[src/hdl/csq_pkg.sv]
package csq_pkg;

   // request kinds
   localparam logic [1:0] KIND_OBTAIN  = 2'd0;
   localparam logic [1:0] KIND_RELEASE = 2'd1;
   localparam logic [1:0] KIND_TIMEOUT = 2'd2;
   localparam logic [1:0] KIND_NONE    = 2'd3;

   // response status codes
   localparam logic [2:0] ST_GRANTED     = 3'd0;
   localparam logic [2:0] ST_BUSY        = 3'd1;
   localparam logic [2:0] ST_QUEUED      = 3'd2;
   localparam logic [2:0] ST_TIMED_OUT   = 3'd3;
   localparam logic [2:0] ST_NOT_WAITING = 3'd4;
   localparam logic [2:0] ST_QUEUE_FULL  = 3'd5;
   localparam logic [2:0] ST_RELEASED    = 3'd6;

   // register indexes
   localparam int         CSR_INDEX_W     = 2;
   localparam logic [1:0] CSR_INIT_COUNT  = 2'd0;
   localparam logic [1:0] CSR_MAX_COUNT   = 2'd1;
   localparam logic [1:0] CSR_ORDER_MODE  = 2'd2;

   typedef struct packed {
      logic [1:0] kind;
      logic [7:0] task_id;
      logic [7:0] task_priority;
      logic       may_wait;
   } req_type;

   typedef struct packed {
      logic [2:0] status;
      logic       woken_valid;
      logic [7:0] woken_task;
   } rsp_type;

   typedef enum logic [1:0] {
      SEQ_IDLE,
      SEQ_INSERT,
      SEQ_REMOVE
   } csq_state_type;

endpackage

[src/hdl/counting_semaphore_wait_queue.sv]
// Channel   | Ports                                       | Handshake
// ----------+---------------------------------------------+------------------------------
// request   | start, busy, req_data                       | taken when start && !busy
// response  | rsp_strobe, rsp_data                        | one-cycle strobe, no stall
// config    | csr_valid, csr_ready, csr_index, csr_wdata  | written when valid && ready
//
// Grant, busy, full, FIFO enqueue and empty-queue cases answer in the cycle after start.
// Priority insert, release with waiters and timeout sweep the wait queue memory one entry
// per cycle over its single read port.
// busy stays high during a sweep; the response strobes the cycle after it ends.
// Sync reset clears count, queue length, init, mode (max to 1); no memory clearing pass.
module counting_semaphore_wait_queue import csq_pkg::*; #(
   parameter int MAX_WAITERS  = 16,
   parameter int TASK_ID_BITS = 8,
   parameter int PRIO_BITS    = 8
) (
   input  logic                   clock,
   input  logic                   reset,
   input  logic                   start,
   output logic                   busy,
   input  req_type                req_data,
   output logic                   rsp_strobe,
   output rsp_type                rsp_data,
   input  logic                   csr_valid,
   output logic                   csr_ready,
   input  logic [CSR_INDEX_W-1:0] csr_index,
   input  logic [7:0]             csr_wdata
);

   localparam int AW = (MAX_WAITERS > 1) ? $clog2(MAX_WAITERS) : 1;
   localparam int CW = $clog2(MAX_WAITERS + 1);
   localparam int EW = TASK_ID_BITS + PRIO_BITS;

   // wait queue memory: {id, priority} per entry, kept in service order
   logic [EW-1:0] queue_mem [MAX_WAITERS];
   logic [EW-1:0] rd_q;
   logic          rd_en;
   logic [AW-1:0] rd_addr;
   logic          mem_we;
   logic [AW-1:0] mem_waddr;
   logic [EW-1:0] mem_wdata;

   csq_state_type state_ff, state_in;
   logic [7:0]    count_ff, count_in;
   logic [CW-1:0] total_ff, total_in;
   logic [7:0]    init_ff, init_in;
   logic [7:0]    max_ff, max_in;
   logic          mode_ff, mode_in;
   logic [EW-1:0] carry_ff, carry_in;
   logic [TASK_ID_BITS-1:0] key_id_ff, key_id_in;
   logic [PRIO_BITS-1:0]    key_prio_ff, key_prio_in;
   logic [CW-1:0] ridx_ff, ridx_in;
   logic          pv_ff, pv_in;
   logic [AW-1:0] pidx_ff, pidx_in;
   logic          shift_ff, shift_in;
   logic          found_ff, found_in;
   logic          rel_ff, rel_in;
   logic [TASK_ID_BITS-1:0] woken_ff, woken_in;
   rsp_type       rsp_ff, rsp_in;
   logic          strobe_ff, strobe_in;

   logic [TASK_ID_BITS-1:0] req_id;
   logic [PRIO_BITS-1:0]    req_prio;
   logic [TASK_ID_BITS-1:0] q_id;
   logic [PRIO_BITS-1:0]    q_prio;
   logic          take;
   logic          go_insert;
   logic          go_remove;
   logic          sweep_done;
   logic          csr_write;

   assign req_id   = TASK_ID_BITS'(req_data.task_id);
   assign req_prio = PRIO_BITS'(req_data.task_priority);
   assign q_id     = rd_q[EW-1:PRIO_BITS];
   assign q_prio   = rd_q[PRIO_BITS-1:0];
   assign take     = start && !busy;
   assign rd_addr  = ridx_ff[AW-1:0];
   assign csr_write = csr_valid && csr_ready;

   // decide which requests need a queue sweep
   always_comb begin
      go_insert = take && (req_data.kind == KIND_OBTAIN) && (count_ff == 8'd0)
                  && req_data.may_wait && (total_ff != CW'(MAX_WAITERS))
                  && mode_ff && (total_ff != '0);
      go_remove = take && ((req_data.kind == KIND_RELEASE) || (req_data.kind == KIND_TIMEOUT))
                  && (total_ff != '0);
      sweep_done = !pv_ff && (ridx_ff == total_ff);
   end

   // next state
   always_comb begin
      state_in = state_ff;
      case (state_ff)
         SEQ_IDLE: begin
            if (go_insert) begin
               state_in = SEQ_INSERT;
            end else if (go_remove) begin
               state_in = SEQ_REMOVE;
            end
         end
         SEQ_INSERT, SEQ_REMOVE: begin
            if (sweep_done) begin
               state_in = SEQ_IDLE;
            end
         end
         default: state_in = SEQ_IDLE;
      endcase
   end

   // handshake outputs
   always_comb begin
      busy      = 1'b0;
      csr_ready = 1'b0;
      rd_en     = 1'b0;
      case (state_ff)
         SEQ_IDLE: begin
            csr_ready = 1'b1;
         end
         SEQ_INSERT, SEQ_REMOVE: begin
            busy  = 1'b1;
            rd_en = (ridx_ff < total_ff);
         end
         default: busy = 1'b1;
      endcase
   end

   // datapath: immediate answers, sweep steps, register writes
   always_comb begin
      count_in    = count_ff;
      total_in    = total_ff;
      init_in     = init_ff;
      max_in      = max_ff;
      mode_in     = mode_ff;
      carry_in    = carry_ff;
      key_id_in   = key_id_ff;
      key_prio_in = key_prio_ff;
      ridx_in     = ridx_ff;
      pv_in       = 1'b0;
      pidx_in     = pidx_ff;
      shift_in    = shift_ff;
      found_in    = found_ff;
      rel_in      = rel_ff;
      woken_in    = woken_ff;
      rsp_in      = '0;
      strobe_in   = 1'b0;
      mem_we      = 1'b0;
      mem_waddr   = '0;
      mem_wdata   = '0;

      case (state_ff)
         SEQ_IDLE: begin
            // set up a sweep from the head
            ridx_in     = '0;
            shift_in    = 1'b0;
            found_in    = 1'b0;
            rel_in      = (req_data.kind == KIND_RELEASE);
            key_id_in   = req_id;
            key_prio_in = req_prio;
            carry_in    = {req_id, req_prio};
            if (take) begin
               case (req_data.kind)
                  KIND_OBTAIN: begin
                     strobe_in = 1'b1;
                     if (count_ff != 8'd0) begin
                        count_in      = count_ff - 8'd1;
                        rsp_in.status = ST_GRANTED;
                     end else if (!req_data.may_wait) begin
                        rsp_in.status = ST_BUSY;
                     end else if (total_ff == CW'(MAX_WAITERS)) begin
                        rsp_in.status = ST_QUEUE_FULL;
                     end else if (go_insert) begin
                        strobe_in = 1'b0;
                     end else begin
                        // append at the tail
                        mem_we        = 1'b1;
                        mem_waddr     = total_ff[AW-1:0];
                        mem_wdata     = {req_id, req_prio};
                        total_in      = total_ff + 1'b1;
                        rsp_in.status = ST_QUEUED;
                     end
                  end
                  KIND_RELEASE: begin
                     if (!go_remove) begin
                        strobe_in     = 1'b1;
                        rsp_in.status = ST_RELEASED;
                        if (count_ff < max_ff) begin
                           count_in = count_ff + 8'd1;
                        end
                     end
                  end
                  KIND_TIMEOUT: begin
                     if (!go_remove) begin
                        strobe_in     = 1'b1;
                        rsp_in.status = ST_NOT_WAITING;
                     end
                  end
                  default: begin
                  end
               endcase
            end
            // configuration writes
            if (csr_write) begin
               case (csr_index)
                  CSR_INIT_COUNT: begin
                     init_in  = csr_wdata;
                     count_in = csr_wdata;
                     total_in = '0;
                  end
                  CSR_MAX_COUNT:  max_in  = csr_wdata;
                  CSR_ORDER_MODE: mode_in = csr_wdata[0];
                  default: begin
                  end
               endcase
            end
         end
         SEQ_INSERT, SEQ_REMOVE: begin
            // issue the next read
            if (ridx_ff < total_ff) begin
               pv_in   = 1'b1;
               pidx_in = ridx_ff[AW-1:0];
               ridx_in = ridx_ff + 1'b1;
            end
            if (pv_ff) begin
               if (state_ff == SEQ_INSERT) begin
                  // from the first lower-priority entry on, ripple entries one slot back
                  if (shift_ff || (q_prio > key_prio_ff)) begin
                     mem_we    = 1'b1;
                     mem_waddr = pidx_ff;
                     mem_wdata = carry_ff;
                     carry_in  = rd_q;
                     shift_in  = 1'b1;
                  end
               end else begin
                  // after the match, pull entries one slot forward
                  if (found_ff) begin
                     mem_we    = 1'b1;
                     mem_waddr = pidx_ff - 1'b1;
                     mem_wdata = rd_q;
                  end else if (rel_ff || (q_id == key_id_ff)) begin
                     found_in = 1'b1;
                     woken_in = q_id;
                  end
               end
            end else if (sweep_done) begin
               strobe_in = 1'b1;
               if (state_ff == SEQ_INSERT) begin
                  mem_we        = 1'b1;
                  mem_waddr     = total_ff[AW-1:0];
                  mem_wdata     = carry_ff;
                  total_in      = total_ff + 1'b1;
                  rsp_in.status = ST_QUEUED;
               end else if (found_ff) begin
                  total_in = total_ff - 1'b1;
                  if (rel_ff) begin
                     rsp_in.status      = ST_RELEASED;
                     rsp_in.woken_valid = 1'b1;
                     rsp_in.woken_task  = 8'(woken_ff);
                  end else begin
                     rsp_in.status = ST_TIMED_OUT;
                  end
               end else begin
                  rsp_in.status = ST_NOT_WAITING;
               end
            end
         end
         default: begin
         end
      endcase
   end

   // queue memory
   always_ff @(posedge clock) begin
      if (mem_we) begin
         queue_mem[mem_waddr] <= mem_wdata;
      end
      if (rd_en) begin
         rd_q <= queue_mem[rd_addr];
      end
   end

   // control registers
   always_ff @(posedge clock) begin
      if (reset) begin
         state_ff  <= SEQ_IDLE;
         count_ff  <= 8'd0;
         total_ff  <= '0;
         init_ff   <= 8'd0;
         max_ff    <= 8'd1;
         mode_ff   <= 1'b0;
         pv_ff     <= 1'b0;
         strobe_ff <= 1'b0;
      end else begin
         state_ff  <= state_in;
         count_ff  <= count_in;
         total_ff  <= total_in;
         init_ff   <= init_in;
         max_ff    <= max_in;
         mode_ff   <= mode_in;
         pv_ff     <= pv_in;
         strobe_ff <= strobe_in;
      end
   end

   // sweep and response payload
   always_ff @(posedge clock) begin
      carry_ff    <= carry_in;
      key_id_ff   <= key_id_in;
      key_prio_ff <= key_prio_in;
      ridx_ff     <= ridx_in;
      pidx_ff     <= pidx_in;
      shift_ff    <= shift_in;
      found_ff    <= found_in;
      rel_ff      <= rel_in;
      woken_ff    <= woken_in;
      rsp_ff      <= rsp_in;
   end

   assign rsp_strobe = strobe_ff;
   assign rsp_data   = rsp_ff;

endmodule

[config.mk]
export PLATFORM = sky130hd
export DESIGN_NAME = counting_semaphore_wait_queue
export DESIGN_NICKNAME = d
export VERILOG_FILES = /design/src/hdl/csq_pkg.sv /design/src/hdl/counting_semaphore_wait_queue.sv
export SDC_FILE = /design/constraint.sdc
export NUM_CORES = 1
export LEC_CHECK = 0
export ABC_AREA = 1
export BUFFER_PORTS_ARGS = -buffer_cell sky130_fd_sc_hd__buf_2
export CORE_ASPECT_RATIO = 0.75
export CORE_MARGIN = 5
export CORE_UTILIZATION = 55
export CTS_CLUSTER_DIAMETER = 30
export DETAILED_ROUTE_END_ITERATION = 10
export MAX_ROUTING_LAYER = met4
export PLACE_DENSITY_LB_ADDON = 0.15
export SETUP_SLACK_MARGIN = 0.05
export SLEW_MARGIN = 25
export SYNTH_ARGS = -nofsm -noshare
export SYNTH_HDL_FRONTEND = slang
export SYNTH_SLANG_ARGS = --single-unit
[constraint.sdc]
create_clock -name clock -period 5.1 [get_ports clock]
set_clock_uncertainty 0.2 [all_clocks]
set_input_delay 1.02 -clock clock [delete_from_list [all_inputs] [get_ports clock]]
set_output_delay 1.02 -clock clock [all_outputs]
set_load 0.02 [all_outputs]
After elaboration in Yosys (flattened, before gate mapping). Memory sizes are Yosys's and may differ from the RTL's. A register that Yosys moved wholly into a read port is not among the register bits. Index checks and enable logic that the tools add are counted.

Register bits: 90. Bits in writable memories: 256. Bits of input ports: 33. Logic and storage cells: 199. Memories kept: 1.

Memories: queue_mem (words 16, bits a word 16, read ports 1, clocked after Yosys merged registers in 1, write ports 1, RTL line counting_semaphore_wait_queue.sv:35) `logic [EW-1:0] queue_mem [MAX_WAITERS];`.

Add/subtract/negate cells: 6. Magnitude comparators: 3. Equal/unequal tests: 19. Mux-type cells: 110. Bitwise gates (word level): 5. Reductions and logical operators: 36.

Operator list (count): 16-bit 2-to-1 mux (15); 5-bit 2-to-1 mux (13); 16-bit one-hot mux with 2 select lines (2); 4-bit 2-to-1 mux (12); 8-bit 2-to-1 mux (6); 1-bit 2-to-1 mux (32); 3-bit 2-to-1 mux (9); 9-bit 2-to-1 mux (3); 12-bit 2-to-1 mux (2); 5-bit one-hot mux with 2 select lines (2); 8-bit one-hot mux with 2 select lines (1); 2-bit inequality test (second input constant) (7); 1-bit logical AND (11); 5-bit by 1-bit adder with 5-bit output (second input constant) (2); 1-bit one-hot mux with 2 select lines (5); 3-bit one-hot mux with 3 select lines (1); 3-bit AND reduction (3); 8-bit by 1-bit adder with 8-bit output (second input constant) (1); 8-bit equality test (1); 8-bit greater-than comparator (1); 8-bit zero test (1); 8-bit less-than comparator (1); 2-bit 2-to-1 mux (4); 4-bit one-hot mux with 2 select lines (1); 25 further kinds (43).

Depth between registers and ports, before layout. Gate-level depths: netlist of the first run.

Word-level depth: 17. Depth in mapped cells: 19. Mapped depth without buffers: 19.

Worst setup path before layout of the first run. OpenSTA, ideal clock, no wires.

Path type: register to register. Start: register state_ff[0]. End: memory queue_mem[4][0] in the netlist's numbering, enable pin. Arrival: 3.155 ns. Slack: 1.357 ns. Cell stages (with the launch flop): 16. Buffers on the path: 1. Clock period less this slack: 3.743 ns. Cells stage by stage: dfxtp_1 > inv_1 > ha_1 > buf_4 > nand2_4 > nor2_4 > nand4_4 > nor2_8 > nand3_4 > nand2_4 > nand2_4 > nand2_2 > nand2_2 > nand2_2 > nand3_2 > nor2_1.

Cells in the longest elaborated chain, start to end: 17. Elaborated cells on any way between the ends: 35.

Ends and longest elaborated chain: start: declaration (RTL line counting_semaphore_wait_queue.sv:43) `csq_state_type state_ff, state_in;`; start signal: assignment (RTL line counting_semaphore_wait_queue.sv:293) `state_ff <= state_in;`; 2-bit zero test (RTL line counting_semaphore_wait_queue.sv:115, counting_semaphore_wait_queue.sv:150); 1-bit logical AND (RTL line counting_semaphore_wait_queue.sv:76) `assign take = start && !busy;`; 1-bit logical AND (2 in series) (RTL line counting_semaphore_wait_queue.sv:82) `go_insert = take && (req_data.kind == KIND_OBTAIN) && (count_ff == 8'd0)`; 1-bit logical AND (2 in series) (RTL line counting_semaphore_wait_queue.sv:83) `&& req_data.may_wait && (total_ff != CW'(MAX_WAITERS))`; 1-bit logical AND (2 in series) (RTL line counting_semaphore_wait_queue.sv:84) `&& mode_ff && (total_ff != '0);`; 1-bit 2-to-1 mux (RTL line counting_semaphore_wait_queue.sv:171) `end else if (go_insert) begin`; 1-bit 2-to-1 mux (RTL line counting_semaphore_wait_queue.sv:169) `end else if (total_ff == CW'(MAX_WAITERS)) begin`; 1-bit 2-to-1 mux (RTL line counting_semaphore_wait_queue.sv:167) `end else if (!req_data.may_wait) begin`; 1-bit 2-to-1 mux (RTL line counting_semaphore_wait_queue.sv:164) `if (count_ff != 8'd0) begin`; 1-bit 2-to-1 mux (RTL line counting_semaphore_wait_queue.sv:161) `case (req_data.kind)`; 1-bit 2-to-1 mux (RTL line counting_semaphore_wait_queue.sv:160) `if (take) begin`; 1-bit one-hot mux with 2 select lines (RTL line counting_semaphore_wait_queue.sv:150) `case (state_ff)`; 1-bit 2-to-1 mux (RTL line counting_semaphore_wait_queue.sv:273) `if (mem_we) begin`; 1-bit 2-to-1 mux (not written as such) (RTL line counting_semaphore_wait_queue.sv:274) `queue_mem[mem_waddr] <= mem_wdata;`; end: declaration (RTL line counting_semaphore_wait_queue.sv:35).

Several ways; a longest one is shown, not always the timed one.

Final worst setup path of the first run.
Start: register ridx_ff[0]. End: memory queue_mem[12][8] in the netlist's numbering, enable pin.

Cells in the longest elaborated chain, start to end: 7. Elaborated cells on any way between the ends: 10.

Ends and longest elaborated chain: start: declaration (RTL line counting_semaphore_wait_queue.sv:52) `logic [CW-1:0] ridx_ff, ridx_in;`; start signal: assignment (RTL line counting_semaphore_wait_queue.sv:309) `ridx_ff <= ridx_in;`; 5-bit equality test * (RTL line counting_semaphore_wait_queue.sv:87) `sweep_done = !pv_ff && (ridx_ff == total_ff);`; 1-bit logical AND * (RTL line counting_semaphore_wait_queue.sv:87); 1-bit 2-to-1 mux (RTL line counting_semaphore_wait_queue.sv:244) `end else if (sweep_done) begin`; 1-bit 2-to-1 mux (RTL line counting_semaphore_wait_queue.sv:223) `if (pv_ff) begin`; 1-bit one-hot mux with 2 select lines (RTL line counting_semaphore_wait_queue.sv:150); 1-bit 2-to-1 mux (RTL line counting_semaphore_wait_queue.sv:273); 1-bit 2-to-1 mux (not written as such) (RTL line counting_semaphore_wait_queue.sv:274).

Mark *: on every way between the ends. The rest lies on a longest branch, timed or not.

==> flow_summary.json, run 1 <==
{
  "worstPathRequired_ns": 5.08,
  "tns_ns": 0,
  "die_width_um": 209.3,
  "synth_ff_type": "edfxtp_1",
  "drv_cap": 0,
  "cts_sinks": 362,
  "cts_tree": "built",
  "grt_max_degree": 82,
  "min_path_type": "flop to flop",
  "routed-via-count": 11725,
  "seq_area_frac_synth": 0.6402,
  "stdcell_area_um2": 19230,
  "layout-drive-gt1-share": 0.1476,
  "slew_headroom": 0.3307,
  "root_buffer": "clkbuf_16",
  "ir_drop_mv": 0.3343,
  "yosysWarnings": 0,
  "synth_mux_area_frac": 0.01527,
  "synth_area_leader_cell": "edfxtp_1",
  "ys_top_cells_by_area": "edfxtp_1 (59%), nor2_1 (5.2%), nand2_1 (5.1%), dfxtp_1 (4.6%), o21ai_0 (3.8%)",
  "synth-seq-cells": 362,
  "tightest_slew_ns": 1.003,
  "post_cts_buffers": 0,
  "slew_viol_final": 0,
  "synth_compound_area_frac": 0.1097,
  "vias_per_cell": 5.810,
  "pin_count": 48,
  "status": "complete, no violations",
  "hold_viol": 0,
  "arrival_ns": 4.17,
  "period_share": 0.8201,
  "postPlaceCellArea_um2": 17130,
  "clk_pin_slew_ns": 0.05,
  "final_common_cell": "edfxtp_1",
  "rsz0062_at_grt": "no",
  "syn2layout_area_growth_pct": 17.37,
  "synthAdderAreaFrac": 0.02826,
  "synthCells": 1504,
  "min_period_ns": 4.182,
  "drt-initial-drc-count": 1480,
  "grt_usage": 0.2602,
  "dieArea_um2": 33380,
  "dp.final_hpwl_um": 27440,
  "fin_nets": 1647,
  "fmax_mhz": 239.1,
  "grt_pass1_vias": 11152,
  "cts_max_level": 2,
  "port_buffers": 47,
  "start_util": 0.5600,
  "place_congestion": 0.9031,
  "grt_overflow": 0,
  "syn_area_per_cell_um2": 10.89,
  "antenna_found_initial": 0,
  "syn-cell-area_um2": 16380,
  "drc": 0,
  "die_h_um": 159.5,
  "synth_enable_flop_cells": 324,
  "grt_first_pass_wirelength_um": 65920,
  "synth_nets": 1574,
  "end_kind": "flop",
  "core_region_area_um2": 29260,
  "async_reset_ff_frac": 0,
  "critical_path_class": "flop to flop",
  "layout_common_cells": "edfxtp_1 (324), nand2_1 (221), nor2_1 (208)",
  "leakage_nw": 7.102,
  "diodes": 0,
  "wl_per_cell_um": 21.26,
  "cts.repair.resized": 0,
  "rows": 54,
  "drt_wl_total_um": 42900,
  "synth_cell_types": 46,
  "worstSetupStartpointType": "flop",
  "synth_xor_area_frac": 0.008018,
  "reg2reg_slack_ns": 0.92,
  "numCtsBuffers": 57,
  "synth_top_family_by_area": "simple AND/OR/NAND/NOR gates",
  "powerDensity_nw_per_um2": 522.4,
  "yosys.area_share.simple": 0.1508,
  "yosysTopAreaCellShare": 0.5938,
  "clock_latency_ns": 0.58,
  "firstDrtPassIters": 6,
  "ant_nets": 0,
  "critPathMaxFanout": 35,
  "cts_buffer_depth": 3,
  "setup_viol": 0,
  "ctsHoldBuffers": 0
}
==> cell families (layout without fill, tap and decap cells) <==
group / count (synthesis) / count (layout)
simple gates: 569 / 569
flops: 362 / 362
compound gates: 296 / 296
buf+inv: 200 / 322
fa+ha+maj: 37 / 37
mux: 25 / 25
xor+xnor: 15 / 15
==> sequential cells by signal, summed over array words and instances (netlist names), 2 cells and up <==
register	flops
carry_ff	16
count_ff	8
key_id_ff	8
key_prio_ff	8
max_ff	8
pidx_ff	4
queue_mem	256
rd_q	16
ridx_ff	5
rsp_data	12
state_ff	2
total_ff	5
woken_ff	8
==> worst paths after layout <==
kind / startpoint / end / cells after the start
max: ridx_ff[0]$_SDFFCE_PP0P_ / queue_mem[12][8]$_DFFE_PP_ / 10
max reg2reg: ridx_ff[0]$_SDFFCE_PP0P_ / queue_mem[12][8]$_DFFE_PP_ / 10
min reg2reg: max_ff[2]$_SDFFE_PP0P_ / max_ff[2]$_SDFFE_PP0P_ / 2
min: max_ff[2]$_SDFFE_PP0P_ / max_ff[2]$_SDFFE_PP0P_ / 2
==> report_power, final <==
part           switching, W  internal (W)  total [W]
clock               0.00145       0.00269    0.00414
sequential         0.000152       0.00351    0.00366
combinational       0.00156      0.000676    0.00224
==> metrics by stage <==
stage / total power [W] / utilization / setup slack [ns] / hold slack [ns] / instances
floorplan: 0.005270 / - / 1.357 / 0.2264 / 1504
global placement: 0.005907 / 0.5856 / 0.9130 / 0.2459 / 1910
detailed placement: 0.005929 / 0.5857 / 0.8512 / 0.2551 / 1910
CTS: 0.01008 / 0.6573 / 0.9178 / 0.2609 / 2018
global route: 0.01050 / 0.6573 / 0.6380 / 0.2853 / 2018
finish: 0.01005 / 0.6573 / 0.9176 / 0.2559 / 2018
==> critical path, cell delays in order (launching register included) <==
cell and delay (ns):
edfxtp_1 0.36, clkinv_2 0.40, ha_1 0.47, nand4_1 0.17
nor2_1 0.26, nand3_2 0.44, nand2_4 0.26, nand2_2 0.08
nand2_2 0.10, nand3_1 0.20, nor2_2 0.84
==> cell type report <==
| type | count | area (um^2) |
|---|---|---|
| sequential | 362 | 10490 |
| clock buffer | 63 | 1523 |
| inverter | 131 | 493.0 |
| tap | 392 | 490.5 |
| multi-input combinational | 942 | 5155 |
| clock inverter | 45 | 573.1 |
| fill | 2163 | 10030 |
| timing repair buffer | 83 | 505.5 |
==> cell usage after synthesis, drive strengths merged (3+ instances only) <==
| library cell | instances |
|---|---|
| xor2 | 9 |
| nor2 | 231 |
| a21oi | 74 |
| xnor2 | 6 |
| buf | 13 |
| nor3 | 15 |
| nand4 | 10 |
| nand3 | 66 |
| edfxtp | 324 |
| o21ai | 124 |
| mux2i | 25 |
| o22ai | 11 |
| o32ai | 39 |
| nand3b | 3 |
| inv | 126 |
| o211ai | 12 |
| dfxtp | 38 |
| clkinv | 5 |
| clkbuf | 56 |
| nand2 | 235 |
| or2 | 7 |
| o221ai | 25 |
| ha | 37 |
==> per-layer routing <==
| metal | global-route usage | wire length, um |
|---|---|---|
| met2 | 0.3511 | 18140 |
| met4 | 0.05277 | 694 |
| met3 | 0.06126 | 4405 |
| met5 | - | 0 |
| met1 | 0.4042 | 19660 |
Power figures use the tool's default switching activity.
==> inputs of run 2 (changes only) <==
==> constraint.sdc (replaced) <==
create_clock -name clock -period 3.6 [get_ports clock]
set_clock_uncertainty 0.2 [all_clocks]
set_input_delay 0.72 -clock clock [delete_from_list [all_inputs] [get_ports clock]]
set_output_delay 0.72 -clock clock [all_outputs]
set_load 0.02 [all_outputs]
==> run 2 against run 1 <==
Compared with the run above: final area increased by 0.97%; die area unchanged; first-iteration DRC count decreased by 21%; total power increased by 41%.
==> flow_summary.json, run 2 (synthesized netlist as in run 1, its figures left out) <==
{
  "wl_per_cell_um": 20.44,
  "period_share": 0.9250,
  "min_period_ns": 3.330,
  "hold_viol": 0,
  "layout.cells.non_filler": 2047,
  "path_cells": "ha_1 -> nand2_1 -> nor2_1 -> nand2_1 -> nand2_1 -> nand2_1 -> nand2_1 -> nand2_1 -> nand2_1 -> nand2_1 -> nand2_1 -> nand2_1 -> inv_1 -> nand2_1 -> nor2_2 -> buf_4",
  "worstPathRequired_ns": 3.65,
  "final_util": 0.6637,
  "final_common_cell": "edfxtp_1",
  "p_switching_w": 0.004528,
  "cts_tree": "built",
  "rows": 54,
  "grt_usage": 0.2542,
  "drt_wl_total_um": 41850,
  "cts_buffer_depth": 3,
  "dp.final_hpwl_um": 26880,
  "worstSetupStartpointType": "flop",
  "cts_sinks": 362,
  "grt_max_degree": 88,
  "cts_max_level": 2,
  "slew_headroom": 0.3029,
  "vias_per_cell": 5.807,
  "numCtsBuffers": 57,
  "root_buffer": "clkbuf_16",
  "clk_pin_slew_ns": 0.06,
  "grt_overflow": 0,
  "die_h_um": 159.5,
  "fin_nets": 1675,
  "reg.largest.list": "queue_mem (256), carry_ff (16), rd_q (16)",
  "clock_latency_ns": 0.59,
  "grt_first_pass_wirelength_um": 65270,
  "leakage_nw": 7.214,
  "drv_cap": 0,
  "cp_common_cell": "nand2_1",
  "die_width_um": 209.3,
  "powerDensity_nw_per_um2": 730.1,
  "pin_count": 48,
  "routed-via-count": 11887,
  "critPathMaxFanout": 16,
  "p_sw_frac": 0.3194,
  "p_int_w": 0.009648,
  "drt-initial-drc-count": 1169,
  "dieArea_um2": 33380,
  "critPathMaxStageDelay_ns": 0.48,
  "critical_path_class": "flop to flop",
  "end_kind": "flop",
  "arrival_ns": 3.38,
  "top_register": "queue_mem",
  "port_buffers": 47,
  "drc": 0,
  "start_util": 0.5600,
  "dp.cells": 1938,
  "pwr-share-comb": 0.237,
  "layout_common_cells": "edfxtp_1 (324), nand2_1 (221), nor2_1 (208)",
  "syn2layout_area_growth_pct": 18.50,
  "core_region_area_um2": 29260,
  "seqPwrFrac": 0.362,
  "post_cts_buffers": 0,
  "fmax_mhz": 300.3,
  "crit_path_top_delay_cell": "edfxtp_1",
  "tightest_slew_ns": 1.046,
  "slew_viol_final": 0,
  "layout-drive-gt1-share": 0.1585,
  "place_congestion": 0.9047,
  "grt_pass1_vias": 11431,
  "largest_reg_flops": 256,
  "clockPowerShare": 0.401,
  "antenna_found_initial": 3,
  "rsz0062_at_grt": "no",
  "firstDrtPassIters": 6,
  "min_path_type": "input pin to flop",
  "ir_drop_mv": 0.4623,
  "status": "complete, no violations",
  "setup_viol": 0,
  "ant_nets": 0
}
==> run 2: layer usage <==
metal | up-vias | routed length, um | part of all wire | track usage
met2 | 533 | 18360 | 0.44 | 0.3598
li1 | 5558 | - | - | -
met4 | 0 | 798 | 0.019 | 0.06641
met5 | - | 0 | 0 | -
met3 | 63 | 3895 | 0.093 | 0.06027
met1 | 5733 | 18800 | 0.45 | 0.3731
==> run 2: worst paths after layout <==
| kind | start | end | slack (ns) | cells past startpoint |
|---|---|---|---|---|
| setup / recovery | rd_q[6]$_DFFE_PP_ | queue_mem[11][15]$_DFFE_PP_ | 0.27 | 16 |
| hold / removal | req_data[16] | key_id_ff[7]$_DFFE_PN_ | 0.12 | 1 |
| setup reg to reg | rd_q[6]$_DFFE_PP_ | queue_mem[11][15]$_DFFE_PP_ | 0.27 | 16 |
| hold reg to reg | max_ff[6]$_SDFFE_PP0P_ | max_ff[6]$_SDFFE_PP0P_ | 0.25 | 2 |
==> run 2: cell type report <==
| class | instances | area [um^2] |
|---|---|---|
| Multi-Input combinational cell | 942 | 5160 |
| Sequential cell | 362 | 10490 |
| Antenna cell | 2 | 5.005 |
| Clock inverter | 42 | 490.5 |
| Tap cell | 392 | 490.5 |
| Timing Repair Buffer | 111 | 757.0 |
| Clock buffer | 65 | 1530 |
| Fill cell | 2152 | 9839 |
| Inverter | 131 | 493.0 |
==> run 2: repair_timing <==
action                                  in CTS  in global routing
resized for setup                            0                  3
hold buffers                                 0                  0
endpoints found under the setup margin       0                 90
==> run 2: per-stage QoR <==
step | hold slack [ns] | area [um^2] | power (W) | setup TNS (ns) | setup WS [ns]
6_report | 0.1247 | 19420 | 0.01418 | 0 | 0.2699
5_1_grt | 0.1031 | 19420 | 0.01481 | 0 | 0.05320
4_1_cts | 0.1050 | 19400 | 0.01417 | 0 | 0.2459
3_5_place_dp | 0.2533 | 17380 | 0.008484 | 0 | 0.2601
3_3_place_gp | 0.2478 | 17380 | 0.008442 | 0 | 0.3371
2_1_floorplan | 0.2264 | 16400 | 0.007467 | -23.95 | -0.1432
==> run 2: worst max-delay path: cells and delay by family, from the launching register on <==
kind / cells / cell delay (ns)
DFF: 1 / 0.48
adders and majority gates: 1 / 0.34
buffers and inverters: 2 / 0.41
and+or+nand+nor: 13 / 1.55
==> run 2: power groups by stage <==
stage          Combinational (W)  Sequential [W]  Clock [W]
5_1_grt                  0.00369         0.00516    0.00596
6_report                 0.00336         0.00514    0.00568
3_3_place_gp             0.00324         0.00521          0
4_1_cts                  0.00331         0.00513    0.00573
3_5_place_dp             0.00327         0.00521          0
2_1_floorplan            0.00227         0.00519          0
